<file path="config.mk">
export PLATFORM = sky130hd
export DESIGN_NAME = escape_byte_rle_encoder_top_flat
export DESIGN_NICKNAME = d
export VERILOG_FILES = /design/src/rtl/ebrle_pkg.sv /design/src/rtl/ebrle_stream_if.sv /design/src/rtl/escape_byte_rle_encoder_top.sv /design/src/flat_wrapper.sv
export VERILOG_INCLUDE_DIRS = /design/src /design/src/rtl
export SDC_FILE = /design/constraint.sdc
export NUM_CORES = 1
export LEC_CHECK = 0
export ABC_AREA = 1
export BUFFER_PORTS_ARGS = -buffer_cell sky130_fd_sc_hd__buf_4
export CORE_UTILIZATION = 55
export DETAILED_ROUTE_END_ITERATION = 10
export PLACE_DENSITY = 0.85
export SYNTH_ARGS = -nofsm -noshare
export SYNTH_HDL_FRONTEND = slang
export SYNTH_SLANG_ARGS = --single-unit
</file>
<file path="constraint.sdc">
create_clock -name clk -period 5.6 [get_ports clk]
set_clock_uncertainty 0.2 [all_clocks]
set_input_delay 0.84 -clock clk [delete_from_list [all_inputs] [get_ports clk]]
set_output_delay 0.84 -clock clk [all_outputs]
set_load 0.005 [all_outputs]
</file>
<file path="src/rtl/escape_byte_rle_encoder_top_assert.svh">
// Assertion macros for the escape-byte run-length encoder.
// Included by escape_byte_rle_encoder_top.sv; needs no other file.
`ifndef ESCAPE_BYTE_RLE_ENCODER_TOP_ASSERT_SVH
`define ESCAPE_BYTE_RLE_ENCODER_TOP_ASSERT_SVH
`ifndef SYNTHESIS
// Condition that holds at every clock edge outside reset.
`define EBRLE_ASSERT(lbl, clk, rst_n, cond, msg) \
	lbl: assert property (@(posedge clk) disable iff (!rst_n) (cond)) else $error(msg);
// Consequence that holds in the same cycle as the antecedent.
`define EBRLE_ASSERT_IMP(lbl, clk, rst_n, ante, cons, msg) \
	lbl: assert property (@(posedge clk) disable iff (!rst_n) (ante) |-> (cons)) \
		else $error(msg);
// Consequence that holds in the cycle after the antecedent.
`define EBRLE_ASSERT_NXT(lbl, clk, rst_n, ante, cons, msg) \
	lbl: assert property (@(posedge clk) disable iff (!rst_n) (ante) |=> (cons)) \
		else $error(msg);
`else
`define EBRLE_ASSERT(lbl, clk, rst_n, cond, msg)
`define EBRLE_ASSERT_IMP(lbl, clk, rst_n, ante, cons, msg)
`define EBRLE_ASSERT_NXT(lbl, clk, rst_n, ante, cons, msg)
`endif
`endif

</file>
<file path="src/rtl/ebrle_pkg.sv">
// Shared constants, types and run emission functions of the escape-byte RLE encoder.
// No dependencies; used by the channel interfaces and the top level.
package ebrle_pkg;

	localparam int unsigned BYTE_W      = 8;
	localparam int unsigned CFG_IDX_W   = 1;
	localparam int unsigned MAX_RESULTS = 4;
	localparam int unsigned SLOT_W      = $clog2(MAX_RESULTS + 1);

	// Result queue; the depth must be a power of two so the pointers wrap freely.
	localparam int unsigned FIFO_DEPTH = 8;
	localparam int unsigned FIFO_PTR_W = $clog2(FIFO_DEPTH);
	localparam int unsigned FIFO_CNT_W = $clog2(FIFO_DEPTH + 1);

	// Configuration register indexes.
	localparam logic [CFG_IDX_W-1:0] CFG_ESCAPE_CODE = 1'b0;
	localparam logic [CFG_IDX_W-1:0] CFG_LONGEST_RUN = 1'b1;

	localparam logic [BYTE_W-1:0] ESCAPE_RESET  = 8'd255;
	localparam logic [BYTE_W-1:0] LONGEST_RESET = 8'd254;
	// Runs up to this length go out as literals, longer ones as a triple.
	localparam logic [BYTE_W-1:0] SHORT_RUN_MAX = 8'd3;

	typedef struct packed {
		logic [2:0][BYTE_W-1:0] bytes;
		logic [1:0]             cnt;
	} run_emit_t;

	typedef struct packed {
		logic [BYTE_W-1:0] out_byte;
		logic              item_done;
		logic              stream_done;
	} out_entry_t;

	// Bytes that a finished run of the given length produces.
	function automatic run_emit_t run_emit(input logic [BYTE_W-1:0] value,
			input logic [BYTE_W-1:0] length, input logic [BYTE_W-1:0] esc);
		run_emit_t r;
		r.bytes = {3{value}};
		r.cnt   = 2'd0;
		if (length == '0) begin
			r.cnt = 2'd0;
		end else if (length <= SHORT_RUN_MAX) begin
			r.cnt = length[1:0];
		end else begin
			r.bytes[0] = esc;
			r.bytes[1] = value;
			r.bytes[2] = length;
			r.cnt      = 2'd3;
		end
		return r;
	endfunction

	// Picks one byte of a run emission; the unused fourth code reads as zero.
	function automatic logic [BYTE_W-1:0] pick_byte(input run_emit_t r, input logic [1:0] idx);
		logic [BYTE_W-1:0] b;
		b = '0;
		if (idx != 2'd3) begin
			b = r.bytes[idx];
		end
		return b;
	endfunction

endpackage

</file>
<file path="src/rtl/ebrle_stream_if.sv">
// Valid/ready channel interfaces for the escape-byte RLE encoder.
// Depends on ebrle_pkg for the byte width.
interface ebrle_in_if import ebrle_pkg::*; ();
	logic              valid;
	logic              ready;
	logic [BYTE_W-1:0] data_byte;
	logic              final_byte;

	modport source (output valid, output data_byte, output final_byte, input ready);
	modport sink (input valid, input data_byte, input final_byte, output ready);
endinterface

interface ebrle_out_if import ebrle_pkg::*; ();
	logic              valid;
	logic              ready;
	logic [BYTE_W-1:0] out_byte;
	logic              item_done;
	logic              stream_done;

	modport source (output valid, output out_byte, output item_done, output stream_done,
		input ready);
	modport sink (input valid, input out_byte, input item_done, input stream_done,
		output ready);
endinterface

</file>
<file path="src/rtl/escape_byte_rle_encoder_top.sv">
// Escape-byte run-length encoder, top level.
// Depends on ebrle_pkg, ebrle_stream_if.sv and escape_byte_rle_encoder_top_assert.svh.
//
// The encoder takes one raw byte per request on in_ch and writes the compressed
// stream, one byte per request, on out_ch. A run of one to three equal bytes goes
// out as literal bytes; a run of four or more goes out as the escape code, the
// byte value and the run length. A run is closed when a different byte arrives,
// when it reaches longest_run bytes, or when a request with final_byte set has been
// taken in; that last case flushes the pending run and the next byte starts a new
// buffer. Literal bytes equal to the escape code are sent unchanged. On every
// result, item_done marks the last byte caused by one input request, and
// stream_done marks the last compressed byte of a buffer. A request that only
// starts or extends a run produces no result at all.
// Timing: an input request is registered in the input stage, and once the queue has
// room one pass of logic updates the run state and pushes zero to four result bytes
// into an eight-entry result queue, from which out_ch is driven. The input side takes
// one request per clock as long as the queue can hold four more bytes after this
// cycle's read. A result is valid on out_ch once it has been written into the queue.
// The output side drains one byte per cycle while out_ch.ready is high, so requests
// that emit several bytes throttle the input through the queue occupancy.
// Configuration (escape_code at index 0, longest_run at index 1) is written through
// cfg_we, cfg_index and cfg_wdata and must only change while the encoder is idle.
`include "escape_byte_rle_encoder_top_assert.svh"

module escape_byte_rle_encoder_top import ebrle_pkg::*; (
	input  logic                 clk,
	input  logic                 arst_n,
	input  logic                 cfg_we,
	input  logic [CFG_IDX_W-1:0] cfg_index,
	input  logic [BYTE_W-1:0]    cfg_wdata,
	ebrle_in_if.sink             in_ch,
	ebrle_out_if.source          out_ch
);

	// Configuration registers.
	logic [BYTE_W-1:0] escape_code_q;
	logic [BYTE_W-1:0] longest_run_q;

	// Run state: the byte of the pending run and its length, zero for no run.
	logic [BYTE_W-1:0] run_value_q;
	logic [BYTE_W-1:0] run_length_q;

	// Input register stage.
	logic              valid_s1;
	logic [BYTE_W-1:0] data_byte_s1;
	logic              final_byte_s1;

	// Result queue.
	out_entry_t            fifo_q [FIFO_DEPTH];
	logic [FIFO_PTR_W-1:0] rd_ptr_q;
	logic [FIFO_PTR_W-1:0] wr_ptr_q;
	logic [FIFO_CNT_W-1:0] count_q;

	logic                  in_accept;
	logic                  pop;
	logic                  advance;
	logic [FIFO_CNT_W-1:0] occ_after_pop;

	// Encoding pass.
	logic              extend;
	logic [BYTE_W-1:0] len_new;
	logic              close_run;
	run_emit_t         first_emit;
	run_emit_t         second_emit;
	logic [SLOT_W-1:0] n_first;
	logic [SLOT_W-1:0] n_total;
	out_entry_t        slot [MAX_RESULTS];

	// The stage advances only when the queue is sure to hold the largest burst.
	assign pop           = out_ch.valid && out_ch.ready;
	assign occ_after_pop = count_q - FIFO_CNT_W'(pop);
	assign advance       = valid_s1 &&
		(occ_after_pop <= FIFO_CNT_W'(FIFO_DEPTH - MAX_RESULTS));
	assign in_ch.ready   = !valid_s1 || advance;
	assign in_accept     = in_ch.valid && in_ch.ready;

	always_ff @(posedge clk or negedge arst_n) begin
		if (!arst_n) begin
			escape_code_q <= ESCAPE_RESET;
			longest_run_q <= LONGEST_RESET;
		end else if (cfg_we) begin
			case (cfg_index)
				CFG_ESCAPE_CODE: escape_code_q <= cfg_wdata;
				CFG_LONGEST_RUN: longest_run_q <= cfg_wdata;
				default: ;
			endcase
		end
	end

	always_ff @(posedge clk or negedge arst_n) begin
		if (!arst_n) begin
			valid_s1 <= 1'b0;
		end else if (in_accept) begin
			valid_s1 <= 1'b1;
		end else if (advance) begin
			valid_s1 <= 1'b0;
		end
	end

	always_ff @(posedge clk) begin
		if (in_accept) begin
			data_byte_s1  <= in_ch.data_byte;
			final_byte_s1 <= in_ch.final_byte;
		end
	end

	// The incoming byte either extends the pending run or closes it and starts a
	// new one. The resulting run is closed at once when it hits the limit or when the
	// byte ends the buffer; both cases emit the same bytes, so one emission covers
	// them.
	always_comb begin
		extend      = (run_length_q != '0) && (data_byte_s1 == run_value_q);
		first_emit  = run_emit(run_value_q, extend ? '0 : run_length_q, escape_code_q);
		len_new     = extend ? run_length_q + 8'd1 : 8'd1;
		close_run   = (len_new >= longest_run_q) || final_byte_s1;
		second_emit = run_emit(data_byte_s1, close_run ? len_new : '0, escape_code_q);
		n_first     = SLOT_W'(first_emit.cnt);
		n_total     = n_first + SLOT_W'(second_emit.cnt);
	end

	// Lay the two emissions side by side in the result slots.
	always_comb begin
		for (int k = 0; k < MAX_RESULTS; k++) begin
			if (SLOT_W'(k) < n_first) begin
				slot[k].out_byte = pick_byte(first_emit, 2'(k));
			end else begin
				slot[k].out_byte = pick_byte(second_emit, 2'(k - int'(n_first)));
			end
			slot[k].item_done   = (SLOT_W'(k) == n_total - SLOT_W'(1));
			slot[k].stream_done = (SLOT_W'(k) == n_total - SLOT_W'(1)) && final_byte_s1;
		end
	end

	always_ff @(posedge clk or negedge arst_n) begin
		if (!arst_n) begin
			run_value_q  <= '0;
			run_length_q <= '0;
		end else if (advance) begin
			run_value_q  <= data_byte_s1;
			run_length_q <= close_run ? '0 : len_new;
		end
	end

	always_ff @(posedge clk) begin
		if (advance) begin
			for (int k = 0; k < MAX_RESULTS; k++) begin
				if (SLOT_W'(k) < n_total) begin
					fifo_q[wr_ptr_q + FIFO_PTR_W'(k)] <= slot[k];
				end
			end
		end
	end

	always_ff @(posedge clk or negedge arst_n) begin
		if (!arst_n) begin
			rd_ptr_q <= '0;
			wr_ptr_q <= '0;
			count_q  <= '0;
		end else begin
			if (pop) begin
				rd_ptr_q <= rd_ptr_q + FIFO_PTR_W'(1);
			end
			if (advance) begin
				wr_ptr_q <= wr_ptr_q + FIFO_PTR_W'(n_total);
				count_q  <= occ_after_pop + FIFO_CNT_W'(n_total);
			end else begin
				count_q  <= occ_after_pop;
			end
		end
	end

	assign out_ch.valid       = (count_q != '0);
	assign out_ch.out_byte    = fifo_q[rd_ptr_q].out_byte;
	assign out_ch.item_done   = fifo_q[rd_ptr_q].item_done;
	assign out_ch.stream_done = fifo_q[rd_ptr_q].stream_done;

	`EBRLE_ASSERT(a_queue_bound, clk, arst_n, count_q <= FIFO_CNT_W'(FIFO_DEPTH), "result queue overflow")
	`EBRLE_ASSERT_NXT(a_final_flush, clk, arst_n, advance && final_byte_s1, run_length_q == '0, "run left pending after final byte")
	`EBRLE_ASSERT_IMP(a_stream_done_last, clk, arst_n, out_ch.valid && out_ch.stream_done, out_ch.item_done, "stream_done without item_done")

endmodule
</file>
<file path="src/flat_wrapper.sv">
// flat-port wrapper written by rule: the top's interface ports become plain ports
module escape_byte_rle_encoder_top_flat import ebrle_pkg::*;
  (clk, arst_n, cfg_we, cfg_index, cfg_wdata, in_ch_valid, in_ch_data_byte, in_ch_final_byte, in_ch_ready, out_ch_valid, out_ch_out_byte, out_ch_item_done, out_ch_stream_done, out_ch_ready);
  ebrle_in_if in_ch_i ();
  ebrle_out_if out_ch_i ();
  input  logic clk;
  input  logic arst_n;
  input  logic cfg_we;
  input  logic [CFG_IDX_W-1:0] cfg_index;
  input  logic [BYTE_W-1:0] cfg_wdata;
  input wire logic [$bits(in_ch_i.valid)-1:0] in_ch_valid;
  input wire logic [$bits(in_ch_i.data_byte)-1:0] in_ch_data_byte;
  input wire logic [$bits(in_ch_i.final_byte)-1:0] in_ch_final_byte;
  output wire logic [$bits(in_ch_i.ready)-1:0] in_ch_ready;
  output wire logic [$bits(out_ch_i.valid)-1:0] out_ch_valid;
  output wire logic [$bits(out_ch_i.out_byte)-1:0] out_ch_out_byte;
  output wire logic [$bits(out_ch_i.item_done)-1:0] out_ch_item_done;
  output wire logic [$bits(out_ch_i.stream_done)-1:0] out_ch_stream_done;
  input wire logic [$bits(out_ch_i.ready)-1:0] out_ch_ready;
  assign in_ch_i.valid = in_ch_valid;
  assign in_ch_i.data_byte = in_ch_data_byte;
  assign in_ch_i.final_byte = in_ch_final_byte;
  assign in_ch_ready = in_ch_i.ready;
  assign out_ch_valid = out_ch_i.valid;
  assign out_ch_out_byte = out_ch_i.out_byte;
  assign out_ch_item_done = out_ch_i.item_done;
  assign out_ch_stream_done = out_ch_i.stream_done;
  assign out_ch_i.ready = out_ch_ready;
  escape_byte_rle_encoder_top u_core (.clk(clk), .arst_n(arst_n), .cfg_we(cfg_we), .cfg_index(cfg_index), .cfg_wdata(cfg_wdata), .in_ch(in_ch_i), .out_ch(out_ch_i));
endmodule
</file>
==> results.py <==
metrics = {
    "run_status": {
        "status": "complete, no violations",
    },
    "pwr": {
        "p_int_uw": 3300,
        "pwr-share-seq_pct": 23.8,
        "power_switching_uw": 3330,
        "ir_drop_v": 0.000461,
        "power_leakage_uw": 0.00549,
        "swShare_pct": 50.3,
        "power_frac_comb_pct": 57.7,
        "p_per_area_nw_per_um2": 564,
        "p_clk_share_pct": 18.6,
    },
    "logic_synthesis": {
        "yosys.cell_types.count": 40,
        "syn_area_per_cell_um2": 6.81,
        "synth_cells": 1471,
        "synth-seq-cells": 132,
        "yosysSeqAreaShare_pct": 37.6,
        "synth-edff-count": 89,
        "synth_warnings": 0,
        "ys_async_sr_fraction_pct": 32.6,
        "syn_nets": 1522,
        "yosys_most_used_dff": "edfxtp_1",
        "syn-cell-area_um2": 10000,
    },
    "worst_setup_path": {
        "timing.reg2reg.setup_slack_ps": 240,
        "crit_path_frequent_cell": "nand2_1",
        "critPathMaxStageDelay_ps": 580,
        "critPathMaxFanout": 13,
        "crit_path_start_kind": "flop",
        "critPathCaptureType": "flop",
        "required_ps": 5590,
        "path_class": "flop to flop",
        "crit_slowest_cell": "fa_1",
        "arrival_ps": 5350,
    },
    "placement": {
        "io_buffers": 34,
        "gp_congestion": 1.06,
        "place_hpwl_um": 28700,
        "placed_area_um2": 10800,
    },
    "clock_network": {
        "root_buffer": "clkbuf_16",
        "cts_sinks": 132,
        "cts_hold_buf": 0,
        "cts_tree": "yes",
        "htreeDepth": 4,
        "cts_buffers": 17,
        "cts_max_path_buffers": 2,
        "clk_latency_ps": 440,
        "clk_pin_slew_worst_paths_ps": 60,
    },
    "sta": {
        "tns_ps": 0,
        "setup_viol": 0,
        "hold_violations": 0,
        "slew_headroom_pct": 17.9,
        "drv_slew": 0,
        "period_share_pct": 95.7,
        "fmax_mhz": 187,
        "timing_worst_slew_pin_value_ps": 1230,
        "min_period_ps": 5360,
    },
    "route": {
        "wire_per_inst_um": 21.9,
        "wl_met1_um": 14900,
        "dr.max_layer_used": "met4",
        "wl_met2_um": 17100,
        "antenna_left": 0,
        "drc": 0,
        "vias": 10900,
        "wirelength_um": 39300,
        "met3_length_um": 4520,
        "dr.pass1.iters": 7,
        "first_iter_violations": 1663,
        "avgViaCountPerCell": 6.10,
    },
    "layout": {
        "ff_latch_area_um2": 3770,
        "diodes": 0,
        "layout_commonest_cell": "nand2_1",
        "final_area_um2": 11800,
        "multi_input_area_um2": 5550,
        "syn_to_final_growth_pct": 17.5,
        "fill_cells": 1589,
        "drive_above_1_share_pct": 16.6,
        "layout_common_cells": "525 x nand2_1, 138 x inv_1, 128 x nor2_1",
        "nets": 1606,
    },
    "grt": {
        "gr-total-overflow": 0,
        "grt_max_degree": 44,
        "grt_pass1_wl_um": 58200,
        "antenna_found_initial": 0,
        "track_usage_pct": 43.0,
        "grt_pass1_vias": 9865,
    },
    "floorplan": {
        "die_y_um": 137,
        "row_count": 48,
        "io-pin-count": 35,
        "initial_utilization_pct": 57.1,
        "coreArea_um2": 17500,
        "chipWidth_um": 137,
        "die_area_um2": 18800,
    },
    "flow_run": {
        "max_cap_viol_count": 0,
    },
    "min_path": {
        "hold_path.class": "input port to async pin",
    },
}
path summary, 6_finish.rpt:
kind                                    startpoint                       to  cells past startpoint
hold reg to reg            u_core.escape_code_q[3]  u_core.escape_code_q[3]                      2
max in group asynchronous                   arst_n   u_core.run_length_q[0]                      1
setup reg to reg            u_core.run_length_q[1]      u_core.fifo_q[0][6]                     30
min in group clk           u_core.escape_code_q[3]  u_core.escape_code_q[3]                      2
setup / recovery            u_core.run_length_q[1]      u_core.fifo_q[0][6]                     30
hold / removal                              arst_n       u_core.rd_ptr_q[1]                      1
worst max-delay path, delay by kind of cell (launching register included):
kind	cells	cell delay, ps
buffers and inverters	8	1080
adders and majority gates	4	1240
and+or+nand+nor	16	1890
DFF	1	420
AOI/OAI and AO/OA	2	270
what timing repair did:
item	4_1_cts	5_1_grt
setup buffers	0	21
resized for setup	1	45
cloned	0	5
pin swaps	0	8
setup endpoints to repair	15	160
synth_stat cells, types with 11 or more instances:
cell type,instances,share of area (%)
nand2_1,535,20
inv_1,144,5.4
nor2_1,131,4.9
o21ai_0,122,6.1
nand3_1,120,6.0
edfxtp_1,89,27
a21oi_1,48,2.4
clkbuf_1,31,1.2
dfrtp_1,28,7.0
ha_1,25,3.1
o22ai_1,19,1.2
dfstp_2,15,3.9
nand2_2,13,0.81
clkinv_1,12,0.45
nand3_2,12,1.2
nand4_1,11,0.69
nor2_2,11,0.69
area by class of cell:
class	instances	area share, %
Sequential cell	132	32.0
Timing Repair Buffer	107	7.07
Timing Repair inverter	5	0.276
Clock buffer	17	3.61
Inverter	166	5.72
Tap cell	225	2.39
Multi-Input combinational cell	1126	47.2
Clock inverter	15	1.73
power by group through the flow:
stage	logic (uW)	registers, uW	clock network (uW)
final	3830	1580	1230
after global placement	3480	1580	0
after global routing	4130	1600	1260
after floorplan	2240	1550	0
after detailed placement	3550	1590	0
after CTS	3570	1570	1220
routing by layer:
metal,vias to the layer above,GRT usage (%)
met5,-,0
met1,4923,55.8
met2,820,65.4
met4,0,27.5
li1,5000,-
met3,190,8.63
registers in the layout, indices dropped and copies added, names as in the netlist:
name,count
u_core.valid_s1,1
u_core.fifo_q,80
u_core.longest_run_q,8
u_core.escape_code_q,8
u_core.count_q,4
u_core.run_value_q,8
u_core.run_length_q,8
u_core.data_byte_s1,8
u_core.wr_ptr_q,3
u_core.final_byte_s1,1
u_core.rd_ptr_q,3
cell families (layout without fill, tap and decap cells):
| logic type | count (synthesis) | in the layout | share of synthesized area (%) |
|---|---|---|---|
| buf+inv | 213 | 310 | 8.35 |
| fa+ha+maj | 28 | 28 | 3.72 |
| simple gates | 844 | 844 | 35.2 |
| compound gates | 242 | 242 | 14.1 |
| xor+xnor | 12 | 12 | 1.05 |
| flops | 132 | 132 | 37.6 |
through the flow:
| stage | util (%) | hold WS, ps | worst slack [ps] | total power (uW) | instances |
|---|---|---|---|---|---|
| 6_report | 67.1 | 177 | 241 | 6630 | 1793 |
| 3_3_place_gp | 61.5 | 279 | 83.6 | 5060 | 1735 |
| 2_1_floorplan | - | 259 | 82.7 | 3790 | 1471 |
| 4_1_cts | 65.1 | 208 | -57.6 | 6370 | 1767 |
| 3_5_place_dp | 61.5 | 285 | -74.5 | 5140 | 1735 |
| 5_1_grt | 67.1 | 228 | -91.5 | 6990 | 1793 |
(Power assumes the default switching activity.)
